[src/design/srins_pkg.sv]
// shared types and constants for the sorted ring insert and search block
package srins_pkg;

    localparam int VALUE_W  = 64;
    localparam int STATUS_W = 2;
    localparam int SLOT_W   = 4;
    localparam int OCC_W    = 5;

    localparam logic ACTION_INSERT = 1'b0;
    localparam logic ACTION_SEARCH = 1'b1;

    localparam logic [STATUS_W-1:0] STATUS_OK   = 2'd0;
    localparam logic [STATUS_W-1:0] STATUS_FULL = 2'd1;
    localparam logic [STATUS_W-1:0] STATUS_MISS = 2'd2;

    typedef enum logic [1:0] {
        ST_IDLE,
        ST_EXEC,
        ST_SCAN
    } t_state;

    typedef struct packed {
        logic wr_empty;
        logic wr_append;
        logic wr_prepend;
        logic wr_mid;
        logic ld_match;
        logic sh_match;
    } t_cell_ctl;

endpackage

[src/design/srins_if.sv]
// request and response channel interfaces
interface srins_in_if import srins_pkg::*; ();
    logic                       valid;
    logic                       ready;
    logic                       action;
    logic signed [VALUE_W-1:0]  value;

    modport source (output valid, output action, output value, input ready);
    modport sink   (input valid, input action, input value, output ready);
endinterface

interface srins_out_if import srins_pkg::*; ();
    logic                 valid;
    logic                 ready;
    logic [STATUS_W-1:0]  status;
    logic [SLOT_W-1:0]    slot;
    logic [OCC_W-1:0]     occupancy;

    modport source (output valid, output status, output slot, output occupancy, input ready);
    modport sink   (input valid, input status, input slot, input occupancy, output ready);
endinterface

[src/design/srins_cell.sv]
// one ring slot: compare, shift toward tail on insert, match bit shift on search
module srins_cell import srins_pkg::*; #(
    parameter int CAPACITY = 16,
    parameter int INDEX    = 0,
    parameter int PW       = (CAPACITY > 1) ? $clog2(CAPACITY) : 1,
    parameter int CW       = $clog2(CAPACITY + 1)
) (
    input  logic                       i_clk,
    input  logic                       i_rst_n,
    input  t_cell_ctl                  i_ctl,
    input  logic signed [VALUE_W-1:0]  i_key,
    input  logic [PW-1:0]              i_head,
    input  logic [CW-1:0]              i_count,
    input  logic signed [VALUE_W-1:0]  i_pred_val,
    input  logic                       i_pred_gt,
    input  logic                       i_next_match,
    output logic signed [VALUE_W-1:0]  o_val,
    output logic                       o_gt,
    output logic                       o_match
);

    localparam logic [PW-1:0] IDX  = PW'(INDEX);
    localparam logic [PW-1:0] LAST = PW'(CAPACITY - 1);
    localparam logic [PW:0]   CAP  = (PW + 1)'(CAPACITY);

    logic signed [VALUE_W-1:0] r_val;
    logic                      r_match;
    logic [PW-1:0]             w_off;
    logic [CW-1:0]             w_offc;
    logic                      w_occ;
    logic                      w_gt;
    logic                      w_wr;
    logic signed [VALUE_W-1:0] w_wdata;

    // ring offset of this slot from the head
    always_comb begin
        if (i_head <= IDX) begin
            w_off = IDX - i_head;
        end else begin
            w_off = PW'(({1'b0, IDX} + CAP) - {1'b0, i_head});
        end
        w_offc = CW'(w_off);
        w_occ  = w_offc < i_count;
        w_gt   = w_occ && (r_val > i_key);
        w_wr   = (i_ctl.wr_empty && (w_off == '0))
              || (i_ctl.wr_append && (w_offc == i_count))
              || (i_ctl.wr_prepend && (w_off == LAST))
              || (i_ctl.wr_mid && (w_gt || (w_offc == i_count)));
        w_wdata = (i_ctl.wr_mid && i_pred_gt) ? i_pred_val : i_key;
    end

    always_ff @(posedge i_clk) begin
        if (w_wr) begin
            r_val <= w_wdata;
        end
    end

    always_ff @(posedge i_clk) begin
        if (!i_rst_n) begin
            r_match <= 1'b0;
        end else if (i_ctl.ld_match) begin
            r_match <= w_occ && (r_val == i_key);
        end else if (i_ctl.sh_match) begin
            r_match <= i_next_match;
        end
    end

    assign o_val   = r_val;
    assign o_gt    = w_gt;
    assign o_match = r_match;

endmodule

[src/design/sorted_ring_insert_search_top.sv]
// sorted ring of signed keys with insert and lowest-slot search
// insert: after capture, the execute step registers the result once the output is free
// search: the execute step loads the match bits, then the scan moves them toward slot 0 until the
//         lowest matching slot or the last slot; an empty search answers from the execute step
// throughput: a new request is taken only after the previous result is registered; searches are
//             bounded by the match bit walk down the cell chain, one slot per cycle
// reset: head, count and control clear; slot contents are not reset
module sorted_ring_insert_search_top import srins_pkg::*; #(
    parameter int CAPACITY = 16
) (
    input  logic         i_clk,
    input  logic         i_rst_n,
    srins_in_if.sink     i_req,
    srins_out_if.source  o_rsp
);

    localparam int PW = (CAPACITY > 1) ? $clog2(CAPACITY) : 1;
    localparam int CW = $clog2(CAPACITY + 1);
    localparam logic [PW-1:0] LAST = PW'(CAPACITY - 1);
    localparam logic [CW-1:0] FULL = CW'(CAPACITY);

    t_state                    r_state, n_state;
    logic                      r_action;
    logic signed [VALUE_W-1:0] r_key;
    logic signed [VALUE_W-1:0] r_min, n_min;
    logic signed [VALUE_W-1:0] r_max, n_max;
    logic [PW-1:0]             r_head, n_head;
    logic [CW-1:0]             r_count, n_count;
    logic [PW-1:0]             r_idx, n_idx;
    logic                      r_out_valid, n_out_valid;
    logic [STATUS_W-1:0]       r_status, n_status;
    logic [SLOT_W-1:0]         r_slot, n_slot;
    logic [OCC_W-1:0]          r_occ, n_occ;

    t_cell_ctl                 w_ctl;
    logic                      w_out_free;
    logic                      w_load_out;
    logic                      w_found;
    logic [CW+OCC_W-1:0]       w_occ_ext;
    logic [PW+SLOT_W-1:0]      w_slot_ext;

    logic signed [VALUE_W-1:0] w_val   [CAPACITY];
    logic                      w_gt    [CAPACITY];
    logic                      w_match [CAPACITY];

    for (genvar g = 0; g < CAPACITY; g++) begin : g_cell
        localparam int PRED = (g == 0) ? CAPACITY - 1 : g - 1;
        logic w_next_match;
        if (g == CAPACITY - 1) begin : g_end
            assign w_next_match = 1'b0;
        end else begin : g_mid
            assign w_next_match = w_match[g + 1];
        end
        srins_cell #(
            .CAPACITY (CAPACITY),
            .INDEX    (g),
            .PW       (PW),
            .CW       (CW)
        ) u_cell (
            .i_clk        (i_clk),
            .i_rst_n      (i_rst_n),
            .i_ctl        (w_ctl),
            .i_key        (r_key),
            .i_head       (r_head),
            .i_count      (r_count),
            .i_pred_val   (w_val[PRED]),
            .i_pred_gt    (w_gt[PRED]),
            .i_next_match (w_next_match),
            .o_val        (w_val[g]),
            .o_gt         (w_gt[g]),
            .o_match      (w_match[g])
        );
    end

    assign w_out_free = !r_out_valid || o_rsp.ready;
    assign w_found    = w_match[0];
    assign w_occ_ext  = (CW + OCC_W)'(n_count);
    assign w_slot_ext = (PW + SLOT_W)'(r_idx);

    assign i_req.ready     = (r_state == ST_IDLE);
    assign o_rsp.valid     = r_out_valid;
    assign o_rsp.status    = r_status;
    assign o_rsp.slot      = r_slot;
    assign o_rsp.occupancy = r_occ;

    always_comb begin
        n_state    = r_state;
        n_min      = r_min;
        n_max      = r_max;
        n_head     = r_head;
        n_count    = r_count;
        n_idx      = r_idx;
        n_status   = r_status;
        n_slot     = r_slot;
        w_ctl      = '0;
        w_load_out = 1'b0;
        unique case (r_state)
            ST_IDLE: begin
                if (i_req.valid) begin
                    n_state = ST_EXEC;
                end
            end
            ST_EXEC: begin
                if (r_action == ACTION_INSERT) begin
                    if (w_out_free) begin
                        w_load_out = 1'b1;
                        n_state    = ST_IDLE;
                        n_slot     = '0;
                        priority if (r_count == FULL) begin
                            n_status = STATUS_FULL;
                        end else if (r_count == '0) begin
                            n_status        = STATUS_OK;
                            w_ctl.wr_empty  = 1'b1;
                            n_min           = r_key;
                            n_max           = r_key;
                            n_count         = r_count + 1'b1;
                        end else if (r_key >= r_max) begin
                            n_status        = STATUS_OK;
                            w_ctl.wr_append = 1'b1;
                            n_max           = r_key;
                            n_count         = r_count + 1'b1;
                        end else if (r_key < r_min) begin
                            n_status         = STATUS_OK;
                            w_ctl.wr_prepend = 1'b1;
                            n_min            = r_key;
                            n_head           = (r_head == '0) ? LAST : r_head - 1'b1;
                            n_count          = r_count + 1'b1;
                        end else begin
                            n_status     = STATUS_OK;
                            w_ctl.wr_mid = 1'b1;
                            n_count      = r_count + 1'b1;
                        end
                    end
                end else if (r_count == '0) begin
                    if (w_out_free) begin
                        w_load_out = 1'b1;
                        n_state    = ST_IDLE;
                        n_status   = STATUS_MISS;
                        n_slot     = '0;
                    end
                end else begin
                    w_ctl.ld_match = 1'b1;
                    n_idx          = '0;
                    n_state        = ST_SCAN;
                end
            end
            ST_SCAN: begin
                priority if (w_found || (r_idx == LAST)) begin
                    if (w_out_free) begin
                        w_load_out = 1'b1;
                        n_state    = ST_IDLE;
                        n_status   = w_found ? STATUS_OK : STATUS_MISS;
                        n_slot     = w_found ? w_slot_ext[SLOT_W-1:0] : '0;
                    end
                end else begin
                    w_ctl.sh_match = 1'b1;
                    n_idx          = r_idx + 1'b1;
                end
            end
            default: begin
                n_state = ST_IDLE;
            end
        endcase
        n_occ = w_occ_ext[OCC_W-1:0];
        if (w_load_out) begin
            n_out_valid = 1'b1;
        end else if (o_rsp.ready) begin
            n_out_valid = 1'b0;
        end else begin
            n_out_valid = r_out_valid;
        end
    end

    always_ff @(posedge i_clk) begin
        if (!i_rst_n) begin
            r_state     <= ST_IDLE;
            r_head      <= '0;
            r_count     <= '0;
            r_out_valid <= 1'b0;
        end else begin
            r_state     <= n_state;
            r_head      <= n_head;
            r_count     <= n_count;
            r_out_valid <= n_out_valid;
        end
    end

    always_ff @(posedge i_clk) begin
        if (i_req.valid && i_req.ready) begin
            r_action <= i_req.action;
            r_key    <= i_req.value;
        end
        r_min <= n_min;
        r_max <= n_max;
        r_idx <= n_idx;
        if (w_load_out) begin
            r_status <= n_status;
            r_slot   <= n_slot;
            r_occ    <= n_occ;
        end
    end

endmodule

[src/flat_wrapper.sv]
// flat-port wrapper written by rule: the top's interface ports become plain ports
module sorted_ring_insert_search_top_flat import srins_pkg::*;
#(
    parameter int CAPACITY = 16
)
  (i_clk, i_rst_n, i_req_valid, i_req_action, i_req_value, i_req_ready, o_rsp_valid, o_rsp_status, o_rsp_slot, o_rsp_occupancy, o_rsp_ready);
  srins_in_if i_req_i ();
  srins_out_if o_rsp_i ();
  input  logic i_clk;
  input  logic i_rst_n;
  input wire logic [$bits(i_req_i.valid)-1:0] i_req_valid;
  input wire logic [$bits(i_req_i.action)-1:0] i_req_action;
  input wire logic [$bits(i_req_i.value)-1:0] i_req_value;
  output wire logic [$bits(i_req_i.ready)-1:0] i_req_ready;
  output wire logic [$bits(o_rsp_i.valid)-1:0] o_rsp_valid;
  output wire logic [$bits(o_rsp_i.status)-1:0] o_rsp_status;
  output wire logic [$bits(o_rsp_i.slot)-1:0] o_rsp_slot;
  output wire logic [$bits(o_rsp_i.occupancy)-1:0] o_rsp_occupancy;
  input wire logic [$bits(o_rsp_i.ready)-1:0] o_rsp_ready;
  assign i_req_i.valid = i_req_valid;
  assign i_req_i.action = i_req_action;
  assign i_req_i.value = i_req_value;
  assign i_req_ready = i_req_i.ready;
  assign o_rsp_valid = o_rsp_i.valid;
  assign o_rsp_status = o_rsp_i.status;
  assign o_rsp_slot = o_rsp_i.slot;
  assign o_rsp_occupancy = o_rsp_i.occupancy;
  assign o_rsp_i.ready = o_rsp_ready;
  sorted_ring_insert_search_top #(.CAPACITY(CAPACITY)) u_core (.i_clk(i_clk), .i_rst_n(i_rst_n), .i_req(i_req_i), .o_rsp(o_rsp_i));
endmodule
[config.mk]
export PLATFORM = sky130hd
export DESIGN_NAME = sorted_ring_insert_search_top_flat
export DESIGN_NICKNAME = d
export VERILOG_FILES = /design/src/design/srins_pkg.sv /design/src/design/srins_if.sv /design/src/design/srins_cell.sv /design/src/design/sorted_ring_insert_search_top.sv /design/src/flat_wrapper.sv
export SDC_FILE = /design/constraint.sdc
export NUM_CORES = 2
export LEC_CHECK = 0
export ABC_AREA = 1
export ABC_CLOCK_PERIOD_IN_PS = 13600
export BUFFER_PORTS_ARGS = -buffer_cell sky130_fd_sc_hd__buf_4
export CAP_MARGIN = 25
export CELL_PAD_IN_SITES_DETAIL_PLACEMENT = 0
export CELL_PAD_IN_SITES_GLOBAL_PLACEMENT = 1
export CORE_UTILIZATION = 54
export CTS_CLUSTER_SIZE = 16
export DETAILED_ROUTE_END_ITERATION = 6
export GPL_ROUTABILITY_DRIVEN = 0
export GPL_TIMING_DRIVEN = 0
export PLACE_DENSITY_LB_ADDON = 0.1
export SYNTH_ARGS = -nofsm -noshare
export SYNTH_HDL_FRONTEND = slang
export SYNTH_HIERARCHICAL = 1
export SYNTH_SLANG_ARGS = --single-unit
[constraint.sdc]
create_clock -name i_clk -period 13.6 [get_ports i_clk]
set_clock_uncertainty 0.15 [all_clocks]
set_input_delay 0.68 -clock i_clk [delete_from_list [all_inputs] [get_ports i_clk]]
set_output_delay 0.68 -clock i_clk [all_outputs]
set_load 0.05 [all_outputs]
* After elaboration in Yosys (flattened, before gate mapping)
Index checks and enable logic that the tools add are counted.
Operators by class: bitwise logic cells 4, $lt $le $gt $ge 50, muxes and demuxes 121, equality and inequality tests 61, $add $sub $neg 35, reduce and logical (&&, ||, !) cells 211
Operator list (number):
- 2-to-1 mux 64 bit | 21
- equality test 64 bit | 16
- greater-than comparator 64 bit | 16
- 2-to-1 mux 4 bit | 29
- logical AND 1 bit | 113
- equality test 4 x 5 -> 1 bit | 16
- < comparator 4 x 5 -> 1 bit | 16
- equality test 4 bit (second input constant) | 17
- logical NOT 4 bit | 17
- logical OR 1 bit | 66
- >= comparator 64 bit | 1
- < comparator 64 bit | 1
- subtractor 4 bit (first input constant) | 16
- 2-to-1 mux 1 bit | 47
- <= comparator 4 bit (second input constant) | 8
- subtractor 3 x 4 -> 4 bit (first input constant) | 8
- 2-to-1 mux 2 bit | 13
- 2-to-1 mux 5 bit | 5
- <= comparator 4 x 3 -> 1 bit (second input constant) | 4
- case mux 4 bit (2 select lines) | 2
- subtractor 1 x 4 -> 4 bit (first input constant) | 4
- subtractor 2 x 4 -> 4 bit (first input constant) | 4
- AND reduction 6 bit | 2
- AND reduction 5 bit | 2
- 23 further kinds | 38
Storage, ports and cells: word-level logic and storage cells 526, bits of input ports 69, flip-flop bits (word level) 1260, output and inout bits 13

* Longest topological paths before layout
depth after elaboration 12, depth in mapped cells 22

* Cells and area by module
The synthesis kept the hierarchy.
Modules (own cells, without submodules):
- srins_cell at u_core.g_cell[0].u_cell ... | cells each 527, area each 4541.9 µm², times used 3, seq. area each 1941.9 µm²
- sorted_ring_insert_search_top | cells each 933, area each 10679.0 µm², times used 1, seq. area each 6486.2 µm²
- srins_cell at u_core.g_cell[14].u_cell ... | cells each 526, area each 4538.1 µm², times used 2, seq. area each 1941.9 µm²
- srins_cell at u_core.g_cell[13].u_cell ... | cells each 520, area each 4491.8 µm², times used 2, seq. area each 1941.9 µm²
- srins_cell at u_core.g_cell[2].u_cell | cells each 530, area each 4549.4 µm², times used 1, seq. area each 1941.9 µm²
- srins_cell at u_core.g_cell[6].u_cell | cells each 525, area each 4534.3 µm², times used 1, seq. area each 1941.9 µm²
- srins_cell at u_core.g_cell[10].u_cell | cells each 530, area each 4531.8 µm², times used 1, seq. area each 1941.9 µm²
- srins_cell at u_core.g_cell[3].u_cell | cells each 524, area each 4509.3 µm², times used 1, seq. area each 1941.9 µm²
- srins_cell at u_core.g_cell[11].u_cell | cells each 523, area each 4505.6 µm², times used 1, seq. area each 1941.9 µm²
- srins_cell at u_core.g_cell[1].u_cell | cells each 529, area each 4503.1 µm², times used 1, seq. area each 1941.9 µm²
- srins_cell at u_core.g_cell[9].u_cell | cells each 527, area each 4501.8 µm², times used 1, seq. area each 1941.9 µm²
- srins_cell at u_core.g_cell[7].u_cell | cells each 524, area each 4489.3 µm², times used 1, seq. area each 1941.9 µm²
- srins_cell at u_core.g_cell[15].u_cell | cells each 522, area each 4485.6 µm², times used 1, seq. area each 1941.9 µm²

* Worst setup path after synthesis
No wires, ideal clock.
path type reg2reg, start point register u_core.r_key[63], end point register u_core.r_min[0] (enable), data arrival time 5051 ps, stages on the path, launching flop included 15, buffers on the path 0, period minus slack after synthesis 5709 ps, setup slack 7891 ps, cell sequence edfxtp_1 -> ha_1 -> nand2_2 -> nor2_2 -> nand2_2 -> nor2_2 -> nand3_1 -> o21bai_1 -> nand2_1 -> nor2_1 -> nand2_2 -> nand2_2 -> nand2_2 -> nand2_1 -> o22ai_1
Between the ends: longest elaborated chain between the ends 3
Ends and longest elaborated chain:
- start, declared | RTL line sorted_ring_insert_search_top.sv:24 | logic signed [VALUE_W-1:0] r_key;
- start signal, assigned | RTL line sorted_ring_insert_search_top.sv:191 | r_key <= i_req.value;
- >= comparator 64 bit or < comparator 64 bit (tied branches) | RTL line sorted_ring_insert_search_top.sv:117, sorted_ring_insert_search_top.sv:122
- != test 2 bit (no source line) or nonzero test 2 bit (tied branches)
- AND reduction 6 bit (no source line) (*)
- end signal, assigned | RTL line sorted_ring_insert_search_top.sv:193 | r_min <= n_min;
- end, declared | RTL line sorted_ring_insert_search_top.sv:25 | logic signed [VALUE_W-1:0] r_min, n_min;
Mark *: on every way between the ends. The rest lies on a longest branch, timed or not. A chain may end at the register's enable or synchronous reset.

==> flow_summary_export.csv <==
group,metric,value,unit
outcome,status,"finished with violations",
outcome,violations,"DRC",
timing,min_period_over_period,53.37,%
floorplan,ioPinCount,82,
final_layout,syn2layout_area_growth,13.75,%
logic_synthesis,synth_common_cells,"inv_1 (1607), a21oi_1 (1589), nor2_1 (1404)",
routing,routed_via_density,5.696,
logic_synthesis,synth_top_cell_area_share,44.59,%
timing,final.setup.tns,0,ps
timing,rsz0062_at_grt,"no",
worst_setup_path,r2r-start,"u_core/r_key[23]$_DFFE_PP_",
worst_hold_path,holdPathStages,4,
routing,drt-initial-drc-count,6639,
global_route,grt_pass1_wl,397500,microns
global_route,grt_usage,33.97,%
placed_design,hpwlAfterDp,209100,microns
worst_hold_path,hold_class,"primary input to flop",
routing,dr_wl_met3,24240,microns
cts,cts_root_buffer,"clkbuf_16",
timing,drv_slew,0,
worst_setup_path,end_kind,"flop",
worst_setup_path,rr_worst_depth,22,
floorplan,rows,143,
timing,timing.final.hold_violations,0,
cts,clockBufferDepth,3,
final_layout,layout-drive-gt1-share,5.997,%
pwr,finalPower,0.009740,W
routing,drcViolationCount,1,
timing,finalSetupViolCount,0,
logic_synthesis,synth_cells,9340,
floorplan,core,152300,sq um
cts,clkLatencyLatePin,790,ps
logic_synthesis,ys_top_cells_by_area,"edfxtp_1 (45%), ha_1 (19%), a21oi_1 (9.6%)",
logic_synthesis,synth.most_common_cell,"inv_1",
pwr,irDropWorstVdd,125.1,uV
flow_run,max-cap-violations,0,
cts,cts_sinks,1260,
pwr,power.leakage,43.44,nW
routing,dr.pass1.iters,7,
routing,wl_per_cell,22.39,microns
cts,htree_levels,4,
logic_synthesis,synth_area,82970,sq um
logic_synthesis,ys.flop_type,"edfxtp_1",
worst_setup_path,critPathMostFrequentCell,"nand2_1",
routing,vias,67800,
worst_setup_path,ff2ff_setup_slack,6340,ps
cts,path_clk_slew,60,ps
worst_setup_path,r2r-end,"u_core/g_cell[11].u_cell/o_val[26]$_DFFE_PP_",
logic_synthesis,synth-async-reset-ratio,0,%
floorplan,die-width,394.0,microns
cts,numCtsBuffers,150,
timing,relSlewSlack,25.90,%
pwr,powerDensity,103.2,nW/um^2
global_route,grt_pass1_vias,66360,
final_layout,fin_nets,11080,
cts,cts_tree,"yes",
routing,top_layer,"met5",
worst_setup_path,critPathMaxStageDelay,880,ps
logic_synthesis,synthesis.nets,10670,
floorplan,start_util,54.49,%
worst_setup_path,crit_chain,"buf_16 > ha_1 > nand2_1 > inv_2 > nand2_1 > nor2_1 > nand2_1 > nor2_1 > nand2_1 > nand4_1 > buf_8 > nand2_1 > nand2_1 > nand2_1 > nand3_4 > nor3_2 > buf_4 > buf_6 > nand2_1 > clkbuf_1 > clkbuf_1 > a21oi_1",
worst_setup_path,critPathSlowestCell,"edfxtp_1",
global_route,grt_overflow,0,
logic_synthesis,synth_top_area_cell,"edfxtp_1",
timing,min_period,7259,ps
logic_synthesis,ys_warn_count,6,
floorplan,die_area,155200,sq um
worst_setup_path,critical_path_class,"flop to flop",
placed_design,io_buffers,81,
global_route,antenna_found_initial,5,
logic_synthesis,seq_area_frac_synth,45.26,%
worst_hold_path,hp-start,"o_rsp_ready",
worst_setup_path,worstPathRequired,14050,ps
routing,wl_met2,115400,microns
logic_synthesis,synth.distinct_cells,47,
timing,tightest_slew,1109,ps
routing,ant_nets,0,
worst_setup_path,worstPathArrival,7710,ps
worst_hold_path,min_to,"u_core/o_rsp.valid$_SDFFE_PN0P_",
global_route,grt_max_degree,58,
logic_synthesis,postSynthAreaPerCell,8.884,sq um
logic_synthesis,ys_ff_latch,1260,
timing,fmax,137.8,MHz
floorplan,die_h,394.0,microns
worst_setup_path,worst-path-max-fanout,12,
routing,wl_met1,117800,microns
worst_setup_path,start_kind,"flop",
routing,drt_wl_total,266500,microns
logic_synthesis,synth_edf_count,1232,
[sequential cells by signal, indices dropped and copies added (netlist names), 2 cells and up]
name                          cells
u_core/r_count                    5
u_core/g_cell.u_cell/o_match     16
u_core/g_cell.u_cell/o_val     1024
u_core/r_min                     64
u_core/o_rsp.status               2
u_core/r_state                    2
u_core/r_key                     64
u_core/r_max                     64
u_core/o_rsp.slot                 4
u_core/o_rsp.occupancy            5
u_core/r_head                     4
u_core/r_idx                      4
[final cells by class]
type	instances	area, sq um
inverter	1636	6146
clock buffer	193	4081
tap	2030	2540
timing repair buffer	261	3817
multi-input combinational	6235	38650
fill	13080	57880
sequential	1260	37560
antenna	1	2.502
buffer	209	787.0
clock inverter	78	799.5
[power breakdown]
group / leakage (nW) / switching [W] / internal [W]
Clock: 2.37 / 0.00170 / 0.00240
Sequential: 11.4 / 0.000102 / 0.00436
Combinational: 29.7 / 0.000724 / 0.000457
[per-layer routing]
metal | vias to the layer above | track usage (%)
met5 | - | 0
met4 | 4 | 11.40
met3 | 421 | 7.432
met2 | 2498 | 51.93
met1 | 32610 | 47.68
li1 | 32260 | -
[logic make-up (layout without fill, tap and decap cells)]
logic type               count (synthesis)  count (layout)  synth area share (%)
AND/OR/NAND/NOR                       3031            3031                 14.98
AO/OA/AOI/OAI                         1909            1909                 12.02
buffers and inverters                 1845            2377                 8.349
flip-flops                            1260            1260                 45.26
adder cells (fa/ha/maj)               1256            1256                 18.94
XOR/XNOR                                22              22                0.2322
multiplexers                            16              16                0.2171
other                                    1               2              0.004519
[timing repair]
item                                   CTS  global route
endpoints found under the hold margin   65             0
resized for setup                        0             0
setup buffers                            0             0
hold buffers                            65             0
[worst max path at each step]
stage	from	end	slack, ps	cells past startpoint
detailed placement	u_core/r_key[30]$_DFFE_PP_	u_core/g_cell[12].u_cell/o_val[25]$_DFFE_PP_	6500	22
floorplan	u_core/r_key[63]$_DFFE_PP_	u_core/r_min[0]$_DFFE_PP_	7890	14
CTS	u_core/r_key[30]$_DFFE_PP_	u_core/g_cell[11].u_cell/o_val[26]$_DFFE_PP_	6450	22
global placement	u_core/r_key[31]$_DFFE_PP_	u_core/g_cell[10].u_cell/o_val[22]$_DFFE_PP_	230	18
finish	u_core/r_key[23]$_DFFE_PP_	u_core/g_cell[11].u_cell/o_val[26]$_DFFE_PP_	6340	22
global route	u_core/r_key[31]$_DFFE_PP_	u_core/g_cell[11].u_cell/o_val[30]$_DFFE_PP_	6040	22
[per-stage QoR]
stage	utilization, %	worst slack (ps)	cells	hold slack (ps)	instance area [sq um]
2_1_floorplan	-	7891	9340	332.5	82970
3_3_place_gp	56.56	232.8	11450	357.7	86120
4_1_cts	61.96	6449	11900	87.68	94340
6_report	61.99	6341	11900	140.7	94380
5_1_grt	61.99	6038	11900	141.9	94380
3_5_place_dp	58.32	6497	11560	367.6	88810
[cell usage in the layout (no fill, tap or decap), drive strengths merged, types with 26 or more instances in the layout]
cell type       n
dlygate4sd3    65
o21a           54
a21oi        1589
nand4          86
dfxtp          28
clkbuf        369
a21o           45
nand3         141
nor3           54
ha           1256
o22ai          26
inv          1638
nand2        1291
nor2         1434
buf           229
clkinv         56
o21ai         146
edfxtp       1232
[worst max-delay path, delay by kind of cell, from the launching register on]
family                   cells  cell delay (ps)
flip-flops                   1              880
AND/OR/NAND/NOR             13             3280
AO/OA/AOI/OAI                1              270
adder cells (fa/ha/maj)      1              260
buffers and inverters        7             2140
Power figures use the tool's default switching activity.
